[src/cdenc_pkg.sv]
// Shared types, constants and GF(256) helpers for the CD Mode 1 sector encoder.
package cdenc_pkg;

    localparam int STORE_DEPTH = 2052;   // sector bytes 12..2063
    localparam int OM_DEPTH    = 288;    // sector bytes 2064..2351
    localparam int IDX_W       = 12;
    localparam int OM_AW       = 9;
    localparam int ST_AW       = 12;

    localparam logic [IDX_W-1:0] OM_SPLIT   = 12'd2052;
    localparam logic [19:0]      MAX_FAD    = 20'd881999;
    localparam logic [20:0]      FAD_OFFSET = 21'd150;
    localparam logic [19:0]      COUNT_MAX  = 20'hFFFFF;
    localparam logic [63:0]      SYNC_WORD  = 64'hFFFF_FFFF_FFFF_FF00;
    localparam logic [6:0]       DIV_FRAMES = 7'd75;
    localparam logic [6:0]       DIV_SECS   = 7'd60;
    // Reciprocals rounded up: 2^27 / 75 and 2^26 / 60, exact for any 20-bit dividend.
    localparam logic [20:0]      RECIP_FRAMES = 21'd1789570;
    localparam logic [20:0]      RECIP_SECS   = 21'd1118482;

    localparam logic [6:0]       P_ROWS  = 7'd86;
    localparam logic [5:0]       P_COLS  = 6'd24;
    localparam logic [6:0]       P_STEP  = 7'd86;
    localparam logic [IDX_W:0]   P_SIZE  = 13'd2064;
    localparam logic [OM_AW-1:0] P_BASE  = 9'd12;
    localparam logic [6:0]       Q_ROWS  = 7'd52;
    localparam logic [5:0]       Q_COLS  = 6'd43;
    localparam logic [6:0]       Q_STEP  = 7'd88;
    localparam logic [IDX_W:0]   Q_SIZE  = 13'd2236;
    localparam logic [OM_AW-1:0] Q_BASE  = 9'd184;
    localparam logic [IDX_W-1:0] Q_STRIDE = 12'd86;
    localparam logic [7:0]       GF_INV3 = 8'hF4;

    typedef struct packed {
        logic             en;
        logic [IDX_W-1:0] idx;
    } par_rd_t;

    typedef struct packed {
        logic             en;
        logic [OM_AW-1:0] addr;
        logic [7:0]       data;
    } par_wr_t;

    typedef enum logic [3:0] {
        ST_IDLE,
        ST_DIV_FRAME,
        ST_DIV_MIN,
        ST_HDR,
        ST_DATA,
        ST_TAIL,
        ST_PAR_P,
        ST_PAR_Q,
        ST_OUT,
        ST_DRAIN
    } top_state_t;

    typedef enum logic [1:0] {
        PS_IDLE,
        PS_RUN,
        PS_ROWEND,
        PS_SECOND
    } par_state_t;

    function automatic logic [7:0] gf_dbl(input logic [7:0] x);
        return {x[6:0], 1'b0} ^ (x[7] ? 8'h1D : 8'h00);
    endfunction

    // Multiplication by the inverse of 3, i.e. division by 3 in the field.
    function automatic logic [7:0] gf_div3(input logic [7:0] x);
        logic [7:0] acc;
        logic [7:0] p;
        acc = 8'h00;
        p = x;
        for (int k = 0; k < 8; k++)
        begin
            if (GF_INV3[k])
                acc = acc ^ p;
            p = gf_dbl(p);
        end
        return acc;
    endfunction

    // Minutes of 100 and above are coded as 0xA0 plus the excess.
    function automatic logic [7:0] to_bcd(input logic [7:0] v);
        logic [3:0] tens;
        logic [7:0] rest;
        tens = 4'd0;
        if (v >= 8'd100)
            return v + 8'd60;
        for (int k = 1; k < 10; k++)
        begin
            if (v >= 8'(k * 10))
                tens = 4'(k);
        end
        rest = v - 8'(tens) * 8'd10;
        return {tens, rest[3:0]};
    endfunction

endpackage

[src/cdenc_div.sv]
// Constant divider by 75 or 60 for the sector address split, using reciprocal multiplication.
module cdenc_div (
    input  logic        clk,
    input  logic        rst_n,
    input  logic        start,
    input  logic [19:0] dividend,
    input  logic        sel_secs,
    output logic        done,
    output logic [19:0] quotient,
    output logic [6:0]  remainder
);
    import cdenc_pkg::*;

    logic        mul_reg, mul_next;
    logic        sub_reg, sub_next;
    logic        done_reg, done_next;
    logic        sel_reg, sel_next;
    logic [19:0] dvd_reg, dvd_next;
    logic [19:0] quo_reg, quo_next;
    logic [6:0]  rem_reg, rem_next;
    logic [40:0] product;
    logic [19:0] back;

    always_ff @(posedge clk or negedge rst_n)
    begin
        if (!rst_n)
        begin
            mul_reg  <= 1'b0;
            sub_reg  <= 1'b0;
            done_reg <= 1'b0;
        end
        else
        begin
            mul_reg  <= mul_next;
            sub_reg  <= sub_next;
            done_reg <= done_next;
        end
    end

    always_ff @(posedge clk)
    begin
        sel_reg <= sel_next;
        dvd_reg <= dvd_next;
        quo_reg <= quo_next;
        rem_reg <= rem_next;
    end

    always_comb
    begin
        product   = 41'(dvd_reg) * 41'(sel_reg ? RECIP_SECS : RECIP_FRAMES);
        back      = quo_reg * 20'(sel_reg ? DIV_SECS : DIV_FRAMES);
        mul_next  = 1'b0;
        sub_next  = 1'b0;
        done_next = 1'b0;
        sel_next  = sel_reg;
        dvd_next  = dvd_reg;
        quo_next  = quo_reg;
        rem_next  = rem_reg;
        if (start)
        begin
            mul_next = 1'b1;
            sel_next = sel_secs;
            dvd_next = dividend;
        end
        else if (mul_reg)
        begin
            quo_next = sel_reg ? 20'(product[40:26]) : 20'(product[40:27]);
            sub_next = 1'b1;
        end
        else if (sub_reg)
        begin
            rem_next  = 7'(dvd_reg - back);
            done_next = 1'b1;
        end
    end

    assign done      = done_reg;
    assign quotient  = quo_reg;
    assign remainder = rem_reg;

endmodule

[config.mk]
export PLATFORM = sky130hd
export DESIGN_NAME = cdenc_div
export DESIGN_NICKNAME = d
export VERILOG_FILES = /design/src/cdenc_pkg.sv /design/src/cdenc_div.sv
export SDC_FILE = /design/constraint.sdc
export NUM_CORES = 1
export LEC_CHECK = 0
export BUFFER_PORTS_ARGS = -buffer_cell sky130_fd_sc_hd__buf_2
export CELL_PAD_IN_SITES_DETAIL_PLACEMENT = 1
export CELL_PAD_IN_SITES_GLOBAL_PLACEMENT = 1
export CORE_ASPECT_RATIO = 1.75
export CORE_MARGIN = 2
export CORE_UTILIZATION = 55
export DETAILED_ROUTE_END_ITERATION = 10
export GPL_TIMING_DRIVEN = 0
export PLACE_DENSITY_LB_ADDON = 0.25
export SLEW_MARGIN = 10
export SYNTH_ARGS = -nofsm -noshare
export SYNTH_HDL_FRONTEND = slang
export SYNTH_SLANG_ARGS = --single-unit
export TNS_END_PERCENT = 50
[constraint.sdc]
create_clock -name clk -period 22.2 [get_ports clk]
set_clock_uncertainty 0.05 [all_clocks]
set_input_delay 1.11 -clock clk [delete_from_list [all_inputs] [get_ports clk]]
set_output_delay 1.11 -clock clk [all_outputs]
set_load 0.05 [all_outputs]
# Yosys cells after proc, flatten, opt, wreduce, memory -nomap -nowiden
# Index checks and enable logic that the tools add are counted.
# op_classes
mul,2
n_addsub,1
muxes,9
bitwise_logic,2
reduce_logical,2
# ops
cell,count
$mul A20 B21 Y41,1
$mul A20 B7 Y7,1
$mux W20,1
$mux W14,1
$mux W7,1
$sub A7 B7 Y7,1
$mux W1,6
$reduce_and A3 Y1,1
$not A1 Y1,2
$reduce_and A2 Y1,1
# word_totals
in_bits,24
output_inout_bits,28
reg_bits,51
elab_cells,24

# Depth between registers and ports, before layout
# Gate-level depths: netlist (run 1).
# logic_depth
word_depth,3
ltp_mapped,29
mapped_depth_nobuf,27

# Worst setup path before layout (run 1)
# Ideal clock, no wire load.
# synth_path
path_type,reg-to-reg
from,reg sel_reg
to,"reg quo_reg[13], in the netlist quotient[13], data pin"
required_ns,21.894
synth_period_minus_slack_ns,7.348
path_buffers,2
stages_incl_launch_ff,27
setup_ns,0.256
arrival_ns,7.042
setup_slack_ns,14.852
cell_sequence,edfxtp_1 > inv_1 > clkbuf_1 > clkbuf_1 > nand2_1 > inv_1 > ha_1 > fa_1 > inv_1 > fa_1 > fa_1 > inv_1 > fa_1 > fa_1 > inv_1 > fa_1 > inv_1 > ha_1 > nand3_2 > or3_4 > or4b_4 > o2111ai_4 > nand2_4 > o221a_4 > a21boi_4 > a21oi_1 > o211a_1
# synth_between
elab_chain_len,3
# synth_rtl
element,line_no,source
"start, declared",cdenc_div.sv:17,"logic sel_reg, sel_next;"
"start signal, assigned",cdenc_div.sv:42,sel_reg <= sel_next;
$mux W20,cdenc_div.sv:50,product = 41'(dvd_reg) * 41'(sel_reg ? RECIP_SECS : RECIP_FRAMES);
$mul A20 B21 Y41,cdenc_div.sv:50,
$mux W14 *,cdenc_div.sv:67,quo_next = sel_reg ? 20'(product[40:26]) : 20'(product[40:27]);
"end signal, assigned",cdenc_div.sv:44,quo_reg <= quo_next;
"end, declared",cdenc_div.sv:19,"logic [19:0] quo_reg, quo_next;"
# Mark *: on every way between the ends. The rest lies on a longest branch, timed or not.
# A chain may end at the register's enable or synchronous reset.

# Final worst setup path (run 1)
# layout_path
from,reg sel_reg
to,"reg quo_reg[10], in the netlist quotient[10], data pin"
# The elaborated chain is that of the path after synthesis.

==> qor.txt, run 1 <==
crit share post-route = 42.1%
CTS sink cnt = 46
fill count = 2195
Period minus WS final = 9340 ps
number of buffers added by the clock tree synthesis step = 5
share of post-route cells with drive strength above 1 = 7.52%
most area-consuming cells after synthesis = sky130_fd_sc_hd__fa_1 34%, sky130_fd_sc_hd__ha_1 25%, sky130_fd_sc_hd__edfxtp_1 12%
Site Rows = 67
Reg2Reg Setup Slack = 12860 ps
number of warnings printed during yosys synthesis = 0
Max-Slew Margin vs Limit = 26.4%
reg-to-reg endpoint = quotient[10]$_DFFE_PP_
worst min-delay path class = register to register
Async SR Flop Fraction = 6.52%
post-route met1 wirelength = 10000 um
routed len/inst = 23.1 um
hold-fix buffer count after cts = 0
Yosys top cell area share = 33.7%
Iteration-0 DRC Markers = 267
max-capacitance violation count = 0
Max H-tree Level = 2
leading cell type by number of instances after synthesis = sky130_fd_sc_hd__inv_1
Worst EP arrival = 9360 ps
leftover overflow at the end of global routing = 0
mux contribution to synthesized area = 0.302%
CTS tree = yes
post-synthesis adder-cell area fraction = 58.9%
actual transition at the worst max-transition pin = 1100 ps
worst hold path startpoint = mul_reg$_DFF_PN0_
maximum number of pins on one net before global-route repair = 26
worst reg2reg path depth = 24
remaining routing DRC violations = 0
combinational family with the most area after synthesis = adder cells
maximum buffer depth of the clock tree = 2
Total Nets Final = 1565
Fmax = 0.107 GHz
unrepaired setup endpoints after global routing = false
overall fraction of global-route tracks in use = 33.9%
antenna violations before repair = 0
complex-gate fraction of the synthesized area = 5.93%
Vias per Instance = 5.60
core footprint = 19200 sq um
portion of the post-synthesis area used by sequential elements = 12.7%
Detail Route met2 WL = 17600 um
start-to-end type of the worst setup path = register to register
final count of negative-setup-slack endpoints = 0
average cell area after synthesis = 10.1 sq um
Yosys top cell by area = sky130_fd_sc_hd__fa_1
post-CTS clock slew at the launch and capture registers of the worst setup and hold paths = 70 ps
number of instances in the synthesized netlist = 1064
Netlist Area Pre-Place = 10800 sq um
Reg-to-Reg Start = sel_reg$_DFFE_PP_
number of enable-type register cells in the synthesized netlist = 43
Vias = 7756
simple-gate area share of the yosys netlist = 8.48%
post-synthesis to final-layout area growth = 7.49%
DRT Pass-1 Iters = 6
top metal layer carrying routed signals = met4
Die Span X = 110 um
Crit path required time = 22220 ps
CP endpoint kind = register
status = finished, final reports clean
capture point of the critical path = quotient[10]$_DFFE_PP_
Antenna Nets Post-Route = 0
total I/O pin count = 52
sum of negative setup slack = 0 ps
CTS root buffer = sky130_fd_sc_hd__clkbuf_16
wire length on met3 = 1040 um
global placement routability congestion = 0.932
first-pass GRT wire length = 50300 um
diodes inserted = 0
largest fanout of any net on the critical path = 10
final slew viol count = 0
number of endpoints with negative hold slack in the final report = 0
setup repair bufs after CTS = 0
number of gates resized after cts = 0
Worst-Skew Late Latency = 320 ps
max FFs per register = 20
HPWL after detailed placement = 28100 um
flop and latch count out of synthesis = 46
initial core utilization = 56.0%
synthesized-area fraction occupied by xor and xnor cells = 2.44%
number of global-route vias before repair = 9225
buffers added on ports = 46
vertical die dimension = 189 um
startpoint kind of the worst setup timing path = register
total die area = 20700 sq um
count of unique library cells instantiated by Yosys = 58
start point of the critical path = sel_reg$_DFFE_PP_
final WL = 32100 um
ranking of synthesized cells by instance count = 288 x sky130_fd_sc_hd__inv_1, 217 x sky130_fd_sc_hd__ha_1, 181 x sky130_fd_sc_hd__fa_1
Main synth FF type = sky130_fd_sc_hd__edfxtp_1
==> how the worst min path moves through the flow <==
stage | end | cells past startpoint
global route | done$_DFF_PN0_ | 1
CTS | done$_DFF_PN0_ | 1
finish | done$_DFF_PN0_ | 1
detailed placement | done$_DFF_PN0_ | 1
floorplan | done$_DFF_PN0_ | 1
global placement | done$_DFF_PN0_ | 1
==> cell type report <==
| type | instances | area [sq um] | area share (%) |
|---|---|---|---|
| multi-input combinational | 729 | 8290 | 71.7 |
| sequential | 46 | 1370 | 11.8 |
| inverter | 288 | 1080 | 9.35 |
| tap | 241 | 302 | 2.61 |
| timing repair buffer | 47 | 258 | 2.23 |
| clock buffer | 5 | 125 | 1.08 |
| buffer | 26 | 120 | 1.04 |
| clock inverter | 3 | 25.0 | 0.216 |
==> cell usage in the layout (no fill, tap or decap), types with 24 or more instances in the layout <==
| cell | count |
|---|---|
| sky130_fd_sc_hd__a21oi_1 | 25 |
| sky130_fd_sc_hd__buf_2 | 46 |
| sky130_fd_sc_hd__conb_1 | 27 |
| sky130_fd_sc_hd__edfxtp_1 | 43 |
| sky130_fd_sc_hd__fa_1 | 181 |
| sky130_fd_sc_hd__ha_1 | 217 |
| sky130_fd_sc_hd__inv_1 | 288 |
| sky130_fd_sc_hd__nand2_1 | 50 |
| sky130_fd_sc_hd__nor2_1 | 37 |
| sky130_fd_sc_hd__xnor2_1 | 24 |
==> worst max-delay path, cell delays in order, from the launching register on <==
cell and delay, ps:
sky130_fd_sc_hd__edfxtp_1 600, sky130_fd_sc_hd__clkbuf_1 510, sky130_fd_sc_hd__clkbuf_1 680, sky130_fd_sc_hd__buf_1 670
sky130_fd_sc_hd__nor2_1 400, sky130_fd_sc_hd__fa_1 640, sky130_fd_sc_hd__inv_1 60, sky130_fd_sc_hd__fa_1 520
sky130_fd_sc_hd__inv_1 60, sky130_fd_sc_hd__ha_1 300, sky130_fd_sc_hd__fa_1 450, sky130_fd_sc_hd__fa_1 510
sky130_fd_sc_hd__fa_1 530, sky130_fd_sc_hd__inv_1 60, sky130_fd_sc_hd__fa_1 490, sky130_fd_sc_hd__inv_1 50
sky130_fd_sc_hd__ha_1 320, sky130_fd_sc_hd__nand3_2 120, sky130_fd_sc_hd__or3_4 400, sky130_fd_sc_hd__or4b_4 570
sky130_fd_sc_hd__and4_4 220, sky130_fd_sc_hd__o31ai_4 340, sky130_fd_sc_hd__and2_1 280, sky130_fd_sc_hd__o221a_2 220
sky130_fd_sc_hd__nor3_1 50
==> per-layer routing <==
layer / global-route usage (%) / vias up
met5: 0 / -
met4: 28.7 / 0
met3: 4.82 / 134
met2: 61.8 / 213
met1: 32.0 / 3927
li1: - / 3482
==> per-stage QoR <==
| step | hold WS, ps | instance area, sq um | cells | util (%) | setup WS [ps] |
|---|---|---|---|---|---|
| after global routing | 452 | 11600 | 1385 | 60.2 | 12610 |
| after CTS | 428 | 11600 | 1385 | 60.2 | 12910 |
| final | 426 | 11600 | 1385 | 60.2 | 12860 |
| after floorplan | 371 | 10900 | 1089 | - | 14850 |
| after detailed placement | 422 | 11400 | 1377 | 59.5 | 12980 |
| after global placement | 394 | 11400 | 1376 | 59.3 | 13010 |
==> logic make-up (layout without fill, tap and decap cells) <==
kind of cell,Yosys count,count (layout)
AOI/OAI and AO/OA,92,92
other,2,27
DFF,46,46
xor gates and xnor gates,30,30
and+or+nand+nor,179,179
muxes,3,3
buffers and inverters,314,369
adders and majority gates,398,398
Power of run 1 is not shown: default switching activity piles up to over one toggle a cycle in this logic, so the estimate is an artifact.
==> run 2: changes to the inputs <==
--- a/config.mk
+++ b/config.mk
@@ -5,12 +5,13 @@
 export SDC_FILE = /design/constraint.sdc
 export NUM_CORES = 1
 export LEC_CHECK = 0
+export ABC_AREA = 1
 export BUFFER_PORTS_ARGS = -buffer_cell sky130_fd_sc_hd__buf_2
 export CELL_PAD_IN_SITES_DETAIL_PLACEMENT = 1
 export CELL_PAD_IN_SITES_GLOBAL_PLACEMENT = 1
 export CORE_ASPECT_RATIO = 1.75
 export CORE_MARGIN = 2
-export CORE_UTILIZATION = 55
+export CORE_UTILIZATION = 45
 export DETAILED_ROUTE_END_ITERATION = 10
 export GPL_TIMING_DRIVEN = 0
 export PLACE_DENSITY_LB_ADDON = 0.25
==> constraint.sdc (replaced) <==
create_clock -name clk -period 7.7 [get_ports clk]
set_clock_uncertainty 0.05 [all_clocks]
set_input_delay 0.385 -clock clk [delete_from_list [all_inputs] [get_ports clk]]
set_output_delay 0.385 -clock clk [all_outputs]
set_load 0.05 [all_outputs]
==> qor.txt, run 2 <==
max FFs per register = 20
fraction of the core area covered by cells at the end of the flow = 49.4%
CP endpoint kind = register
status = finished, final reports clean
Period minus WS final = 7190 ps
number of warnings printed during yosys synthesis = 0
remaining routing DRC violations = 0
number of endpoints with negative hold slack in the final report = 0
setup ws final = 510 ps
diodes inserted = 0
overall fraction of global-route tracks in use = 26.1%
Worst EP arrival = 7190 ps
buffers added on ports = 46
Main synth FF type = sky130_fd_sc_hd__edfxtp_1
Reg-to-Reg Start = sel_reg$_DFFE_PP_
CTS root buffer = sky130_fd_sc_hd__clkbuf_16
Yosys top cell by area = sky130_fd_sc_hd__fa_1
Yosys top cell area share = 31.2%
fill count = 3123
Vias = 8999
commonest cells after routing, fill and taps aside = 387 x sky130_fd_sc_hd__inv_1, 236 x sky130_fd_sc_hd__nand2_1, 217 x sky130_fd_sc_hd__ha_1
flop and latch count out of synthesis = 46
cell area after layout = 12500 sq um
HPWL after detailed placement = 31000 um
actual transition at the worst max-transition pin = 937 ps
combined area of the multi-input logic cells = 8790 sq um
vertical die dimension = 216 um
number of global-route vias before repair = 10403
routed len/inst = 19.0 um
core footprint = 25300 sq um
Crit path required time = 7700 ps
CTS sink cnt = 46
leftover overflow at the end of global routing = 0
average cell area after synthesis = 8.43 sq um
leading cell type by number of instances after synthesis = sky130_fd_sc_hd__inv_1
worst hold path startpoint = dividend[5]
Async SR Flop Fraction = 6.52%
Worst Hold Path Cells = 1
number of enable-type register cells in the synthesized netlist = 43
crit share post-route = 93.4%
Iteration-0 DRC Markers = 318
Netlist Area Pre-Place = 11600 sq um
CTS tree = yes
sum of negative setup slack = 0 ps
initial core utilization = 45.8%
worst min-delay path class = primary input to register
Fmax = 0.139 GHz
Worst-Skew Late Latency = 300 ps
number of buffers added by the clock tree synthesis step = 5
Vias per Instance = 5.08
area after detailed placement = 12300 sq um
total die area = 27200 sq um
portion of the post-synthesis area used by sequential elements = 11.8%
Site Rows = 77
share of post-route cells with drive strength above 1 = 5.36%
unrepaired setup endpoints after global routing = false
Max H-tree Level = 2
count of unique library cells instantiated by Yosys = 34
final count of negative-setup-slack endpoints = 0
Reg2Reg Setup Slack = 510 ps
Antenna Nets Post-Route = 0
DRT Pass-1 Iters = 5
worst reg2reg path depth = 22
max-capacitance violation count = 0
final WL = 33800 um
Die Span X = 125 um
Total Nets Final = 1877
maximum buffer depth of the clock tree = 2
pre-CTS setup slack = 113 ps
setup repair bufs after CTS = 0
final slew viol count = 0
first-pass GRT wire length = 53900 um
post-synthesis to final-layout area growth = 7.87%
startpoint kind of the worst setup timing path = register
total I/O pin count = 52
global placement routability congestion = 0.876
number of instances in the synthesized netlist = 1377
most area-consuming cells after synthesis = sky130_fd_sc_hd__fa_1 31%, sky130_fd_sc_hd__ha_1 23%, sky130_fd_sc_hd__inv_1 13%
Max-Slew Margin vs Limit = 37.3%
antenna violations before repair = 0
start-to-end type of the worst setup path = register to register
Register Area = 1370 sq um
ranking of synthesized cells by instance count = 387 x sky130_fd_sc_hd__inv_1, 236 x sky130_fd_sc_hd__nand2_1, 217 x sky130_fd_sc_hd__ha_1
maximum number of pins on one net before global-route repair = 26
post-CTS clock slew at the launch and capture registers of the worst setup and hold paths = 70 ps
most frequent standard cell in the layout excluding fill and tap cells = sky130_fd_sc_hd__inv_1
start point of the critical path = sel_reg$_DFFE_PP_
largest fanout of any net on the critical path = 10
## run 2: final cells by class
type / instances / share of cell area (%)
well taps: 316 / 3.16
repair buffers: 47 / 1.92
clock buffers: 5 / 0.999
plain buffers: 20 / 0.869
flip-flops and latches: 46 / 10.9
inverters: 388 / 11.6
multi-input cells: 947 / 70.2
clock inverters: 3 / 0.350
## run 2: metrics by stage
step	hold slack (ps)	std cells
2_1_floorplan	39.4	1402
3_3_place_gp	131	1764
3_5_place_dp	144	1764
4_1_cts	200	1773
5_1_grt	198	1772
6_report	204	1772
## run 2: worst max-delay path, stage by stage, from the launching register on
cell and delay (ps):
sky130_fd_sc_hd__edfxtp_1 500, sky130_fd_sc_hd__buf_4 230, sky130_fd_sc_hd__clkbuf_1 290, sky130_fd_sc_hd__nor2_1 810
sky130_fd_sc_hd__fa_1 560, sky130_fd_sc_hd__fa_1 490, sky130_fd_sc_hd__inv_1 60, sky130_fd_sc_hd__fa_1 450
sky130_fd_sc_hd__fa_1 500, sky130_fd_sc_hd__inv_1 50, sky130_fd_sc_hd__fa_1 500, sky130_fd_sc_hd__fa_1 440
sky130_fd_sc_hd__ha_1 300, sky130_fd_sc_hd__ha_1 440, sky130_fd_sc_hd__nand2_1 140, sky130_fd_sc_hd__nor2_1 220
sky130_fd_sc_hd__nand2_1 130, sky130_fd_sc_hd__nor2_1 170, sky130_fd_sc_hd__nand4_1 180, sky130_fd_sc_hd__nand3_1 150
sky130_fd_sc_hd__nand2_1 90, sky130_fd_sc_hd__nand3_1 80, sky130_fd_sc_hd__nand2_1 80
## run 2: metal layers
layer	part of all wire [%]	up-vias	track usage [%]
met5	0	-	0
met1	33	4454	26.2
met4	5.5	0	12.4
met3	2.7	88	2.59
li1	-	4294	-
met2	58	163	52.3
## run 2: path summary, 6_finish.rpt
| path | to |
|---|---|
| hold / removal | dvd_reg[5]$_DFFE_PP_ |
| min in group asynchronous | done$_DFF_PN0_ |
| hold reg to reg | done$_DFF_PN0_ |
| setup reg to reg | quotient[13]$_DFFE_PP_ |
| max in group asynchronous | mul_reg$_DFF_PN0_ |
| setup / recovery | quotient[13]$_DFFE_PP_ |
## run 2: kinds of logic (layout without fill, tap and decap cells)
group	after synthesis	in the layout	synth area share [%]
and+or+nand+nor	435	435	15.4
other	2	27	0.0647
DFF	46	46	11.8
adders and majority gates	398	398	54.6
xor gates and xnor gates	19	19	1.50
AOI/OAI and AO/OA	68	68	3.20
buffers and inverters	409	463	13.5
## run 2: what timing repair did
item | CTS | global route
hold buffers | 1 | 0
hold endpoints to repair | 3 | 0
endpoints found under the setup margin | 0 | 15
gates resized for setup | 0 | 8
Power of run 2 is left out for the same reason.
==> run 3: changes to the inputs <==
--- a/config.mk
+++ b/config.mk
@@ -15,7 +15,8 @@
 export DETAILED_ROUTE_END_ITERATION = 10
 export GPL_TIMING_DRIVEN = 0
 export PLACE_DENSITY_LB_ADDON = 0.25
-export SLEW_MARGIN = 10
+export RECOVER_POWER = 50
+export SLEW_MARGIN = 5
 export SYNTH_ARGS = -nofsm -noshare
 export SYNTH_HDL_FRONTEND = slang
 export SYNTH_SLANG_ARGS = --single-unit
==> qor.txt, run 3 (synthesis results as in run 2) <==
leftover overflow at the end of global routing = 0
Iteration-0 DRC Markers = 323
unrepaired setup endpoints after global routing = false
Crit path required time = 7700 ps
Total Nets Final = 1877
initial core utilization = 45.8%
start point of the critical path = sel_reg$_DFFE_PP_
setup repair bufs after CTS = 0
max FFs per register = 20
overall fraction of global-route tracks in use = 26.1%
grt met1 use = 26.2%
actual transition at the worst max-transition pin = 1610 ps
number of endpoints with negative hold slack in the final report = 0
crit share post-route = 93.3%
fill count = 3134
cell-by-cell trace of the critical path = buf_4 -> clkbuf_1 -> nor2_1 -> fa_1 -> fa_1 -> inv_1 -> fa_1 -> fa_1 -> inv_1 -> fa_1 -> fa_1 -> ha_1 -> ha_1 -> nand2_1 -> nor2_1 -> nand2_1 -> nor2_1 -> nand4_1 -> nand3_1 -> nand2_1 -> nand3_1 -> nand2_1
global routing met2 resource utilization = 52.3%
post-synthesis to final-layout area growth = 7.72%
CP endpoint kind = register
share of post-route cells with drive strength above 1 = 4.46%
Antenna Nets Post-Route = 0
violated checks = capacitance limit, slew limit
final WL = 33800 um
max-capacitance violation count = 1
combined area of the multi-input logic cells = 8790 sq um
Period minus WS final = 7190 ps
Worst Hold Path EP = sel_reg$_DFFE_PP_
buffers added on ports = 46
global routing met3 resource utilization = 2.59%
Die Span X = 125 um
commonest cells after routing, fill and taps aside = 387 x sky130_fd_sc_hd__inv_1, 236 x sky130_fd_sc_hd__nand2_1, 217 x sky130_fd_sc_hd__ha_1
diodes inserted = 0
remaining routing DRC violations = 0
start-to-end type of the worst setup path = register to register
total I/O pin count = 52
Vias = 8990
global placement routability congestion = 0.876
Max H-tree Level = 2
total die area = 27200 sq um
reg-to-reg endpoint = quotient[13]$_DFFE_PP_
Reg-to-Reg Start = sel_reg$_DFFE_PP_
number of global-route vias before repair = 10403
most frequent standard cell in the layout excluding fill and tap cells = sky130_fd_sc_hd__inv_1
critical path's top delay family = adder cells
DRT Pass-1 Iters = 6
Worst Hold Path Cells = 1
Worst-Skew Late Latency = 300 ps
routed len/inst = 19.1 um
core footprint = 25300 sq um
highest cell delay on the worst timing path = 810 ps
startpoint kind of the worst setup timing path = register
CTS root buffer = sky130_fd_sc_hd__clkbuf_16
worst reg2reg path depth = 22
Fmax = 0.139 GHz
Site Rows = 77
vertical die dimension = 216 um
critical path's slowest cell = sky130_fd_sc_hd__nor2_1
CTS tree = yes
worst min-delay path class = primary input to register
Worst EP arrival = 7190 ps
largest fanout of any net on the critical path = 10
number of buffers added by the clock tree synthesis step = 5
sum of negative setup slack = 0 ps
Max-Slew Margin vs Limit = -7.27%
maximum number of pins on one net before global-route repair = 26
most common cell type on the critical path = sky130_fd_sc_hd__fa_1
worst path bufs/invs = 4
routing layer with the top usage in global route = met2
status = finished, violations left
antenna violations before repair = 0
Reg2Reg Setup Slack = 510 ps
maximum buffer depth of the clock tree = 2
Register Area = 1370 sq um
HPWL after detailed placement = 31000 um
Vias per Instance = 5.07
final count of negative-setup-slack endpoints = 0
first-pass GRT wire length = 53900 um
CTS sink cnt = 46
final slew viol count = 26
worst hold path startpoint = sel_secs
post-CTS clock slew at the launch and capture registers of the worst setup and hold paths = 70 ps
run 3: per-layer routing:
layer	share of wire [%]	vias to the layer above	wire length, um
li1	-	4295	-
met1	33	4445	11300
met2	58	164	19700
met3	2.8	86	929
met4	5.6	0	1880
met5	0	-	0
run 3: area by class of cell:
| cell class | instances | share of cell area [%] |
|---|---|---|
| Buffer | 20 | 0.870 |
| Clock buffer | 5 | 1.00 |
| Clock inverter | 3 | 0.350 |
| Inverter | 388 | 11.6 |
| Multi-Input combinational cell | 947 | 70.2 |
| Sequential cell | 46 | 10.9 |
| Tap cell | 316 | 3.16 |
| Timing Repair Buffer | 47 | 1.80 |
run 3: metrics by stage:
stage / hold slack [ps] / instance area, sq um / util (%) / cells / worst slack [ps]
finish: 203 / 12500 / 49.4 / 1772 / 515
global route: 198 / 12500 / 49.4 / 1772 / 182
CTS: 200 / 12500 / 49.4 / 1773 / 80.8
global placement: 131 / 12300 / 48.7 / 1764 / 245
detailed placement: 144 / 12300 / 48.7 / 1764 / 113
floorplan: 39.4 / 11700 / - / 1402 / 1530
run 3: worst max path at each step:
stage | to | slack, ps | cells after the start
after floorplan | quotient[4]$_DFFE_PP_ | 1530 | 28
after global placement | quotient[13]$_DFFE_PP_ | 240 | 25
after CTS | quotient[13]$_DFFE_PP_ | 80 | 25
final | quotient[13]$_DFFE_PP_ | 510 | 22
after detailed placement | quotient[13]$_DFFE_PP_ | 110 | 25
after global routing | quotient[4]$_DFFE_PP_ | 180 | 22
run 3: repair_timing:
action,in CTS,in global routing
hold endpoints to repair,3,0
endpoints found under the setup margin,0,15
hold buffers,1,0
resized for setup,0,8
Power of run 3 is left out for the same reason.
